===== src/hw/rtl/b64d_pkg.sv =====
// Shared types, constants and the alphabet lookup for the base64url decoder.
// No dependencies; imported by every module of the decoder.
package b64d_pkg;

    // Limit on the decoded byte count; the count field itself is 16 bits wide.
    localparam int unsigned MAX_OUT_BYTES = 65535;
    localparam int unsigned COUNT_W       = 16;
    localparam int unsigned COUNT_FIELD_MAX = 65535;
    localparam logic [COUNT_W-1:0] COUNT_LIMIT =
        (MAX_OUT_BYTES > COUNT_FIELD_MAX) ? COUNT_W'(COUNT_FIELD_MAX)
                                          : COUNT_W'(MAX_OUT_BYTES);

    // Queue between front and back.
    localparam int unsigned Q_DEPTH = 4;
    localparam int unsigned Q_AW    = $clog2(Q_DEPTH);
    localparam int unsigned Q_CW    = $clog2(Q_DEPTH + 1);

    // Special characters.
    localparam logic [7:0] PAD_CHAR = 8'h3D;
    localparam logic [7:0] NUL_CHAR = 8'h00;

    // Position of a character within its group of four.
    localparam logic [1:0] POS_FIRST  = 2'd0;
    localparam logic [1:0] POS_SECOND = 2'd1;
    localparam logic [1:0] POS_THIRD  = 2'd2;
    localparam logic [1:0] POS_FOURTH = 2'd3;

    // Classified character, as passed from front to back.
    typedef struct packed {
        logic [5:0] sextet;
        logic       is_nul;
        logic       is_pad;
        logic       last;
    } t_cls;

    // base64url alphabet: A-Z, a-z, 0-9, '-', '_'; anything else is zero.
    function automatic logic [5:0] sextet_of(input logic [7:0] c);
        logic [7:0] v;
        begin
            v = 8'd0;
            if (c inside {[8'h41:8'h5A]}) begin
                v = c - 8'h41;
            end else if (c inside {[8'h61:8'h7A]}) begin
                v = c - 8'h61 + 8'd26;
            end else if (c inside {[8'h30:8'h39]}) begin
                v = c - 8'h30 + 8'd52;
            end else if (c == 8'h2D) begin
                v = 8'd62;
            end else if (c == 8'h5F) begin
                v = 8'd63;
            end
            return v[5:0];
        end
    endfunction

endpackage


===== src/hw/rtl/b64d_front.sv =====
// Front end: accepts text characters and classifies them for the back end.
// Depends on b64d_pkg (t_cls, sextet_of, special characters).
module b64d_front (
    input  logic              i_push,
    input  logic [7:0]        i_char_in,
    input  logic              i_last_char,
    input  logic              i_q_full,
    output logic              o_full,
    output logic              o_wr_en,
    output b64d_pkg::t_cls    o_item
);
    import b64d_pkg::*;

    assign o_full  = i_q_full;
    assign o_wr_en = i_push && !i_q_full;

    always_comb begin
        o_item.sextet = sextet_of(i_char_in);
        o_item.is_nul = (i_char_in == NUL_CHAR);
        o_item.is_pad = (i_char_in == PAD_CHAR);
        o_item.last   = i_last_char;
    end

endmodule


===== src/hw/rtl/b64d_queue.sv =====
// Short FIFO of classified items between front and back end.
// Depends on b64d_pkg (t_cls, queue sizes).
module b64d_queue (
    input  logic              i_clk,
    input  logic              i_rst_n,
    input  logic              i_wr_en,
    input  b64d_pkg::t_cls    i_item,
    input  logic              i_rd_en,
    output b64d_pkg::t_cls    o_item,
    output logic              o_full,
    output logic              o_empty
);
    import b64d_pkg::*;

    t_cls            r_mem [Q_DEPTH];
    logic [Q_AW-1:0] r_wr_ptr;
    logic [Q_AW-1:0] r_rd_ptr;
    logic [Q_CW-1:0] r_count;
    logic            wr;
    logic            rd;

    assign o_full  = (r_count == Q_CW'(Q_DEPTH));
    assign o_empty = (r_count == '0);
    assign wr      = i_wr_en && !o_full;
    assign rd      = i_rd_en && !o_empty;
    assign o_item  = r_mem[r_rd_ptr];

    always_ff @(posedge i_clk) begin
        if (wr) begin
            r_mem[r_wr_ptr] <= i_item;
        end
    end

    always_ff @(posedge i_clk) begin
        if (!i_rst_n) begin
            r_wr_ptr <= '0;
            r_rd_ptr <= '0;
            r_count  <= '0;
        end else begin
            if (wr) begin
                r_wr_ptr <= r_wr_ptr + 1'b1;
            end
            if (rd) begin
                r_rd_ptr <= r_rd_ptr + 1'b1;
            end
            if (wr && !rd) begin
                r_count <= r_count + 1'b1;
            end else if (rd && !wr) begin
                r_count <= r_count - 1'b1;
            end
        end
    end

    a_count_bound: assert property (@(posedge i_clk) disable iff (!i_rst_n)
        r_count <= Q_CW'(Q_DEPTH))
        else $error("queue count beyond depth");

    a_ptr_gap: assert property (@(posedge i_clk) disable iff (!i_rst_n)
        (r_wr_ptr != r_rd_ptr) |-> (!o_empty && !o_full))
        else $error("queue pointers disagree with count");

    a_count_step: assert property (@(posedge i_clk) disable iff (!i_rst_n)
        (wr && !rd) |=> (r_count == $past(r_count) + 1'b1))
        else $error("queue count missed a write");

endmodule


===== src/hw/rtl/b64d_back.sv =====
// Back end: group state, byte assembly, saturating count and result register.
// Depends on b64d_pkg (t_cls, positions, count limit).
module b64d_back (
    input  logic                        i_clk,
    input  logic                        i_rst_n,
    input  logic                        i_q_empty,
    input  b64d_pkg::t_cls              i_item,
    output logic                        o_q_pop,
    input  logic                        i_pop,
    output logic                        o_empty,
    output logic                        o_has_byte,
    output logic [7:0]                  o_data_byte,
    output logic                        o_end_of_string,
    output logic [b64d_pkg::COUNT_W-1:0] o_byte_count
);
    import b64d_pkg::*;

    logic [1:0]         r_pos;
    logic [5:0]         r_prev;
    logic               r_halted;
    logic               r_ended;
    logic [COUNT_W-1:0] r_count;
    logic               r_out_valid;
    logic               r_has;
    logic [7:0]         r_byte;
    logic               r_eos;
    logic [COUNT_W-1:0] r_out_count;

    logic [1:0]         n_pos;
    logic [5:0]         n_prev;
    logic               n_halted;
    logic               n_ended;
    logic [COUNT_W-1:0] n_count;
    logic               emit;
    logic [7:0]         byte_val;
    logic [COUNT_W-1:0] count_step;
    logic               take;

    // Output register frees up when empty or being popped.
    assign take    = !i_q_empty && (!r_out_valid || i_pop);
    assign o_q_pop = take;

    always_comb begin
        emit     = 1'b0;
        byte_val = 8'd0;
        n_prev   = r_prev;
        n_halted = r_halted;
        n_ended  = r_ended;
        if (!r_ended) begin
            if (i_item.is_nul) begin
                n_ended = 1'b1;
            end else if (!r_halted) begin
                if (i_item.is_pad) begin
                    n_halted = 1'b1;
                end else begin
                    case (r_pos)
                        POS_SECOND: begin
                            byte_val = {r_prev, i_item.sextet[5:4]};
                            emit     = 1'b1;
                        end
                        POS_THIRD: begin
                            byte_val = {r_prev[3:0], i_item.sextet[5:2]};
                            emit     = 1'b1;
                        end
                        POS_FOURTH: begin
                            byte_val = {r_prev[1:0], i_item.sextet};
                            emit     = 1'b1;
                        end
                        default: begin
                            byte_val = 8'd0;
                        end
                    endcase
                    n_prev = i_item.sextet;
                end
            end
        end

        count_step = (emit && (r_count < COUNT_LIMIT)) ? r_count + 1'b1 : r_count;

        if (r_pos == POS_FOURTH) begin
            n_pos    = POS_FIRST;
            n_halted = 1'b0;
            n_prev   = 6'd0;
        end else begin
            n_pos = r_pos + 1'b1;
        end
        n_count = count_step;

        // Last character: state back to reset after its result is formed.
        if (i_item.last) begin
            n_pos    = POS_FIRST;
            n_prev   = 6'd0;
            n_halted = 1'b0;
            n_ended  = 1'b0;
            n_count  = '0;
        end
    end

    always_ff @(posedge i_clk) begin
        if (!i_rst_n) begin
            r_pos       <= POS_FIRST;
            r_prev      <= 6'd0;
            r_halted    <= 1'b0;
            r_ended     <= 1'b0;
            r_count     <= '0;
            r_out_valid <= 1'b0;
        end else begin
            if (take) begin
                r_pos    <= n_pos;
                r_prev   <= n_prev;
                r_halted <= n_halted;
                r_ended  <= n_ended;
                r_count  <= n_count;
            end
            if (take) begin
                r_out_valid <= 1'b1;
            end else if (i_pop) begin
                r_out_valid <= 1'b0;
            end
        end
    end

    always_ff @(posedge i_clk) begin
        if (take) begin
            r_has       <= emit;
            r_byte      <= byte_val;
            r_eos       <= i_item.last;
            r_out_count <= count_step;
        end
    end

    assign o_empty         = !r_out_valid;
    assign o_has_byte      = r_has;
    assign o_data_byte     = r_byte;
    assign o_end_of_string = r_eos;
    assign o_byte_count    = r_out_count;

    a_group_start: assert property (@(posedge i_clk) disable iff (!i_rst_n)
        (r_pos == POS_FIRST) |-> (r_prev == 6'd0 && !r_halted))
        else $error("group start with stale sextet or halt flag");

    a_no_byte_zero: assert property (@(posedge i_clk) disable iff (!i_rst_n)
        (r_out_valid && !r_has) |-> (r_byte == 8'd0))
        else $error("byte value present without a byte");

    a_last_clears: assert property (@(posedge i_clk) disable iff (!i_rst_n)
        (take && i_item.last) |=> (r_pos == POS_FIRST && !r_ended && r_count == '0))
        else $error("state not cleared after last character");

endmodule


===== src/hw/rtl/base64url_stream_decoder.sv =====
// Streaming base64url decoder, one text character in and one result out per item.
// Accepted characters are written into the queue; the back end moves each into the result
// register when that register is free, and the consumer pops it from there.
// Throughput: 1 item per cycle while the consumer keeps popping, set by the back-end loop.
// A 4-entry queue separates front and back so either side may stall on its own.
// Reset: synchronous, active low; clears queue, group state and output valid.
module base64url_stream_decoder (
    input  logic                          i_clk,
    input  logic                          i_rst_n,
    // input side: queue-like push/full
    input  logic                          i_push,
    output logic                          o_full,
    input  logic [7:0]                    i_char_in,
    input  logic                          i_last_char,
    // result side: queue-like empty/pop
    output logic                          o_empty,
    input  logic                          i_pop,
    output logic                          o_has_byte,
    output logic [7:0]                    o_data_byte,
    output logic                          o_end_of_string,
    output logic [b64d_pkg::COUNT_W-1:0]  o_byte_count
);
    import b64d_pkg::*;

    // Classified item from the front, written straight into the queue.
    t_cls front_item;
    t_cls queue_item;
    logic front_wr;
    logic q_full;
    logic q_empty;
    logic q_pop;

    // Front: alphabet lookup plus NUL / pad detection, no state of its own.
    b64d_front u_front (
        .i_push      (i_push),
        .i_char_in   (i_char_in),
        .i_last_char (i_last_char),
        .i_q_full    (q_full),
        .o_full      (o_full),
        .o_wr_en     (front_wr),
        .o_item      (front_item)
    );

    // Decoupling queue; full here back-pressures the input side.
    b64d_queue u_queue (
        .i_clk   (i_clk),
        .i_rst_n (i_rst_n),
        .i_wr_en (front_wr),
        .i_item  (front_item),
        .i_rd_en (q_pop),
        .o_item  (queue_item),
        .o_full  (q_full),
        .o_empty (q_empty)
    );

    // Back: group position, previous sextet, pad/NUL flags, saturating count,
    // and the result register that the consumer pops from.
    b64d_back u_back (
        .i_clk           (i_clk),
        .i_rst_n         (i_rst_n),
        .i_q_empty       (q_empty),
        .i_item          (queue_item),
        .o_q_pop         (q_pop),
        .i_pop           (i_pop),
        .o_empty         (o_empty),
        .o_has_byte      (o_has_byte),
        .o_data_byte     (o_data_byte),
        .o_end_of_string (o_end_of_string),
        .o_byte_count    (o_byte_count)
    );

endmodule


===== config.mk =====
export PLATFORM = sky130hd
export DESIGN_NAME = base64url_stream_decoder
export DESIGN_NICKNAME = d
export VERILOG_FILES = /design/src/hw/rtl/b64d_pkg.sv /design/src/hw/rtl/b64d_front.sv /design/src/hw/rtl/b64d_queue.sv /design/src/hw/rtl/b64d_back.sv /design/src/hw/rtl/base64url_stream_decoder.sv
export SDC_FILE = /design/constraint.sdc
export NUM_CORES = 1
export LEC_CHECK = 0
export BUFFER_PORTS_ARGS = -buffer_cell sky130_fd_sc_hd__buf_2
export CELL_PAD_IN_SITES_DETAIL_PLACEMENT = 0
export CELL_PAD_IN_SITES_GLOBAL_PLACEMENT = 1
export CORE_ASPECT_RATIO = 0.5
export CORE_MARGIN = 5
export CORE_UTILIZATION = 25
export DETAILED_ROUTE_END_ITERATION = 10
export PLACE_DENSITY = 0.49
export SLEW_MARGIN = 15
export SYNTH_ARGS = -nofsm -noshare
export SYNTH_HDL_FRONTEND = slang
export SYNTH_SLANG_ARGS = --single-unit

===== constraint.sdc =====
create_clock -name i_clk -period 5.52 [get_ports i_clk]
set_clock_uncertainty 0.2 [all_clocks]
set_input_delay 0.552 -clock i_clk [delete_from_list [all_inputs] [get_ports i_clk]]
set_output_delay 0.552 -clock i_clk [all_outputs]
set_load 0.01 [all_outputs]

* Word level (Yosys, flattened, before mapping)
Memory sizes are Yosys's and may differ from the RTL's. A register that Yosys moved wholly into a read port is not among the register bits. Cells that the tools add are included.
Storage, ports and cells: flip-flop bits (word level) 60, bits in writable memories 36, bits of input ports 13, output and inout port bits 28, memories 1
Memory list:
- u_queue.r_mem | depth 4, width 9, read ports 1, clocked after Yosys merged registers in 1, write ports 1, RTL line b64d_queue.sv:15 | t_cls r_mem [Q_DEPTH];
Cells by class: add/sub/neg operators 11, magnitude comparators 7, equality and inequality tests 11, muxes and demuxes 38, reductions and logical operators 24
Operator list (number):
- 6-bit 2-to-1 mux | 11
- 16-bit 2-to-1 mux | 2
- 8-bit case mux with 3 select lines | 1
- 1-bit 2-to-1 mux | 18
- 16-bit by 1-bit adder with 16-bit output, second input constant | 1
- 8-bit by 6-bit equality test with 1-bit output, second input constant | 2
- 8-bit by 7-bit >= comparator with 1-bit output, second input constant | 2
- 8-bit by 7-bit less-or-equal comparator with 1-bit output, second input constant | 2
- 16-bit < comparator, second input constant | 1
- 6-bit subtractor, second input constant | 2
- 1-bit logical AND | 10
- 8-bit by 7-bit equality test with 1-bit output, second input constant | 1
- 8-bit by 6-bit >= comparator with 1-bit output, second input constant | 1
- 8-bit by 6-bit less-or-equal comparator with 1-bit output, second input constant | 1
- 8-bit zero test | 1
- 2-bit 2-to-1 mux | 4
- 2-bit by 1-bit adder with 2-bit output, second input constant | 3
- 6-bit by 5-bit adder with 6-bit output, second input constant | 1
- 6-bit adder, second input constant | 1
- 3-bit 2-to-1 mux | 2
- 3-bit by 1-bit inequality test with 1-bit output, second input constant | 2
- 3-bit by 2-bit inequality test with 1-bit output, second input constant | 2
- 6-bit by 1-bit subtractor with 6-bit output, second input constant | 1
- 1-bit zero test | 5
- other kinds (12) | 14

* Logic depth before layout (Yosys ltp)
depth after elaboration 10, depth in mapped cells 10, mapped depth without buffers 8

* Modules after synthesis
Synthesis repeated with hierarchy kept, for this count alone.
Second synthesis, totals: cells, all modules 419, area total of the unflattened synthesis 4976.0 µm²
By module, submodules not included:
- b64d_back | times used 1, cells an instance 242, area an instance 2551.2 µm², seq. area each 1321.3 µm²
- b64d_queue | times used 1, cells an instance 95, area an instance 1781.7 µm², seq. area each 1261.2 µm²
- b64d_front | times used 1, cells an instance 82, area an instance 643.1 µm², seq. area each 0.0 µm²

* Worst setup path after synthesis
OpenSTA, ideal clock, no wires.
kind input to register, from in i_char_in[2], to mem u_queue.r_mem[0][8] (netlist name), data pin, library setup time 181 ps, arrival 2277 ps, required time 5139 ps, slack 2862 ps, stages on the path 7, buffers on the path 0, path through inv_1 ha_1 inv_1 o21ai_0 a2111oi_0 a221oi_1 a21oi_1
RTL lines:
- from (decl) | RTL line base64url_stream_decoder.sv:13 | input logic [7:0] i_char_in,
- to (decl) | RTL line b64d_queue.sv:15

==> summary.txt <==
Clock tree
  – Hold-fix buffer count after cts: 0
  – Clock transition time at the flip-flop clock pins of the worst setup and hold paths: around 70 ps
  – Number of buffers on the longest clock path: 2
  – Number of levels in the clock H-tree: 3
  – TritonCTS clock tree: yes
  – Post-CTS sizing: 0
  – Clock sink count: between 90 and 100
  – TritonCTS Buffers: 9
  – Source-to-sink clock delay at the later pin of the worst-skew pair: 350 ps
  – Number of setup buffers added after CTS: 0
  – Root buffer cell: clkbuf_16

Route
  – Remaining antenna violation count after routing: 0
  – Vias after detailed routing: 3372
  – DR DRC count: 0
  – Wirelength, routed: between 10 and 15 mm
  – Wirelength per Cell: roughly 15 um
  – Iteration-0 DRC count of the detailed router: 240
  – First-pass iteration count of the detailed router: 5
  – Avg Vias per Cell: roughly 4.7

Die
  – DIE WIDTH: around 210 um
  – Placeable core area: 18700 um^2
  – Top-Level Pins: 41
  – Die Outline Area: roughly 22000 um^2
  – Cell row count: 35
  – Effective utilization at floorplan: roughly 26%
  – Height of the die: around 110 um

Timing
  – Number of failing setup endpoints in the final timing report: 0
  – Number of slew-limit violations in the final report: 0
  – Period utilisation layout: between 50% and 60%
  – Final min period: 3300 ps
  – Setup repair after global routing missed its margin: no
  – Max frequency: just over 300 MHz
  – Final total negative setup slack: 0 ps
  – Tightest Pin Transition: between 800 and 900 ps
  – Worst slew margin: between 40% and 50%
  – Final number of hold-violating endpoints: 0

Setup path
  – Dominant delay contributor by cell family on the critical path: simple AND/OR/NAND/NOR gates
  – Critical Path Sink Type: flop
  – Required time at the endpoint of the critical path: 5420 ps
  – Setup slack, reg-to-reg: between 2000 and 2500 ps
  – Critical Path, Cell by Cell: mux2i_1, a22oi_1, or2_2, inv_2, nand2_1, mux2_2
  – Number of cells on the worst reg-to-reg path: 6
  – Cell count along the critical path: 6
  – Crit-path slowest cell: dfxtp_1
  – Slowest Stage Delay on Critical Path: roughly 800 ps
  – Setup crit start kind: flop
  – Crit Path Class: flop to flop
  – Buf+Inv Stages, Crit Path: 1
  – Critical Path End: u_back.o_byte_count[1]$_DFFE_PP_
  – Critical R2R Capture: u_back.o_byte_count[1]$_DFFE_PP_
  – Maximum fanout encountered on the critical timing path: 33
  – Arr. time, crit path: roughly 3200 ps

Global route
  – Initial antenna violation count: 0
  – Largest net degree at the start of global routing: 34
  – First-pass GRT wire length: around 18 mm
  – Total grt overflow: 0
  – Overall fraction of global-route tracks in use: roughly a tenth
  – Via count of the first global-routing pass: 3258

Yosys
  – Post-Syn Nets: 456
  – Yosys synthesis warning count: 0
  – Async set or reset register ratio after synthesis: 0%
  – Sequential-to-total area share from yosys stat: approximately 54%
  – Register bit total from synthesis: just under 100
  – Post-synthesis instance area: slightly below 5000 um^2
  – Number of synthesized flops with an enable pin: between 60 and 70
  – Per-instance average area after synthesis: ~11 um^2
  – Number of instances in the synthesized netlist: roughly 420
  – Distinct cell type count of the synthesized netlist: 63
  – Top FF cell, synth: edfxtp_1

Power
  – Standby leakage power: 0.00199 uW
  – Maximum ir drop on the vdd rail: about 0.00017 V
  – Total power divided by cell area: 423 nW/um^2

Layout
  – Share of cells above drive strength 1: about 16%
  – Antenna cells: 0
  – Commonest cells after routing, fill and taps aside: edfxtp_1 (62), buf_2 (40), nor2_1 (37)
  – Footprint of the flip-flops and latches: between 2000 and 3000 um^2
  – Final standard cell area without fillers: 5550 um^2
  – Multi-input gate area in the final layout: ~2100 um^2
  – Layout net count: between 400 and 500
  – Most common cell after layout, fill and taps aside: edfxtp_1
  – Post-synthesis to final-layout area growth: 15.1%
  – Filler instances: roughly 2.0k

Outcome
  – Run status: finished, final reports clean

Placed design
  – Area of placed instances: approximately 5300 um^2
  – Routability cong.: 0.729
  – Quantity of I/O buffers inserted on ports: 40
  – HPWL after detailed placement: 7.55 mm

Min path
  – Worst min-delay path category: input pin to flop

Flow run
  – # Max-Cap Violations: 0
## flip-flops by register name, indices dropped and copies added, names as in the netlist, 2 cells and up, named ones only
| name | flops |
|---|---|
| u_queue.r_mem | 36 |
| u_back.o_byte_count | 16 |
| u_back.r_count | 16 |
| u_back.o_data_byte | 8 |
| u_back.r_prev | 6 |
| u_queue.r_count | 3 |
| u_back.r_pos | 2 |
| u_queue.r_rd_ptr | 2 |
| u_queue.r_wr_ptr | 2 |
## final cells by class
class                   instances  area share, %
inverters                      19           1.28
repair buffers                 43           4.01
multi-input cells             283           37.2
well taps                     259           5.84
clock inverters                 6          0.992
flip-flops and latches         98           46.5
clock buffers                  10           4.12
## worst register-to-register path, cell delays in order (launching register included)
cell,delay (ps)
dfxtp_1,800
mux2i_1,170
a22oi_1,400
or2_2,600
inv_2,320
nand2_1,230
mux2_2,350
## per-stage QoR
step	worst slack, ps	hold WS (ps)	util [%]	power (uW)	std cells
finish	2220	227	29.8	2350	718
global route	1920	206	29.8	2510	718
CTS	2160	216	29.7	2390	718
detailed placement	2170	278	28.2	1770	702
global placement	2160	279	28.2	1770	702
floorplan	2860	248	-	1530	423
## synthesized netlist by cell type, types with 10 or more instances
cell,instances,area [um^2]
xnor2_1,12,105
clkbuf_1,13,48.8
inv_1,16,60.1
nor3_1,10,50.1
dfxtp_1,36,721
nor2_1,37,139
edfxtp_1,62,1860
a31oi_1,10,62.6
ha_1,19,238
nand2_1,28,105
o21ai_0,12,60.1
xor2_1,12,105
nand3_1,12,60.1
a21oi_1,11,55.1
## cell families after synthesis
kind of cell,after synthesis,share of synthesized area [%]
AOI/OAI and AO/OA,86,13.1
and+or+nand+nor,138,14.6
buffers and inverters,42,3.74
muxes,15,5.29
adders and majority gates,20,5.35
xor gates and xnor gates,24,4.36
DFF,98,53.6
## worst min path at each step
stage	start	to	slack, ps	cells after the start
floorplan	u_back.r_prev[4]$_SDFFE_PN0P_	u_back.r_prev[4]$_SDFFE_PN0P_	250	1
global placement	u_back.r_prev[4]$_SDFFE_PN0P_	u_back.r_prev[4]$_SDFFE_PN0P_	280	1
detailed placement	u_back.r_prev[4]$_SDFFE_PN0P_	u_back.r_prev[4]$_SDFFE_PN0P_	280	1
CTS	i_last_char	u_queue.r_mem[0][0]$_DFFE_PP_	220	1
global route	i_last_char	u_queue.r_mem[0][0]$_DFFE_PP_	210	1
finish	i_last_char	u_queue.r_mem[0][0]$_DFFE_PP_	230	1
## layer usage
metal  up-vias  wire length [um]  track usage (%)
met3         8               378             2.40
li1       1665                 -                -
met5         -                 0                0
met2        61              4990             15.9
met4         0               123             2.85
met1      1638              5370             14.1
## report_power, final
group | leakage [uW] | total [uW] | internal [uW] | switching, uW
combinational | 0.000962 | 672 | 249 | 423
clock | 0.000141 | 613 | 318 | 296
sequential | 0.000888 | 1060 | 971 | 90.8
(Power assumes the default switching activity.)
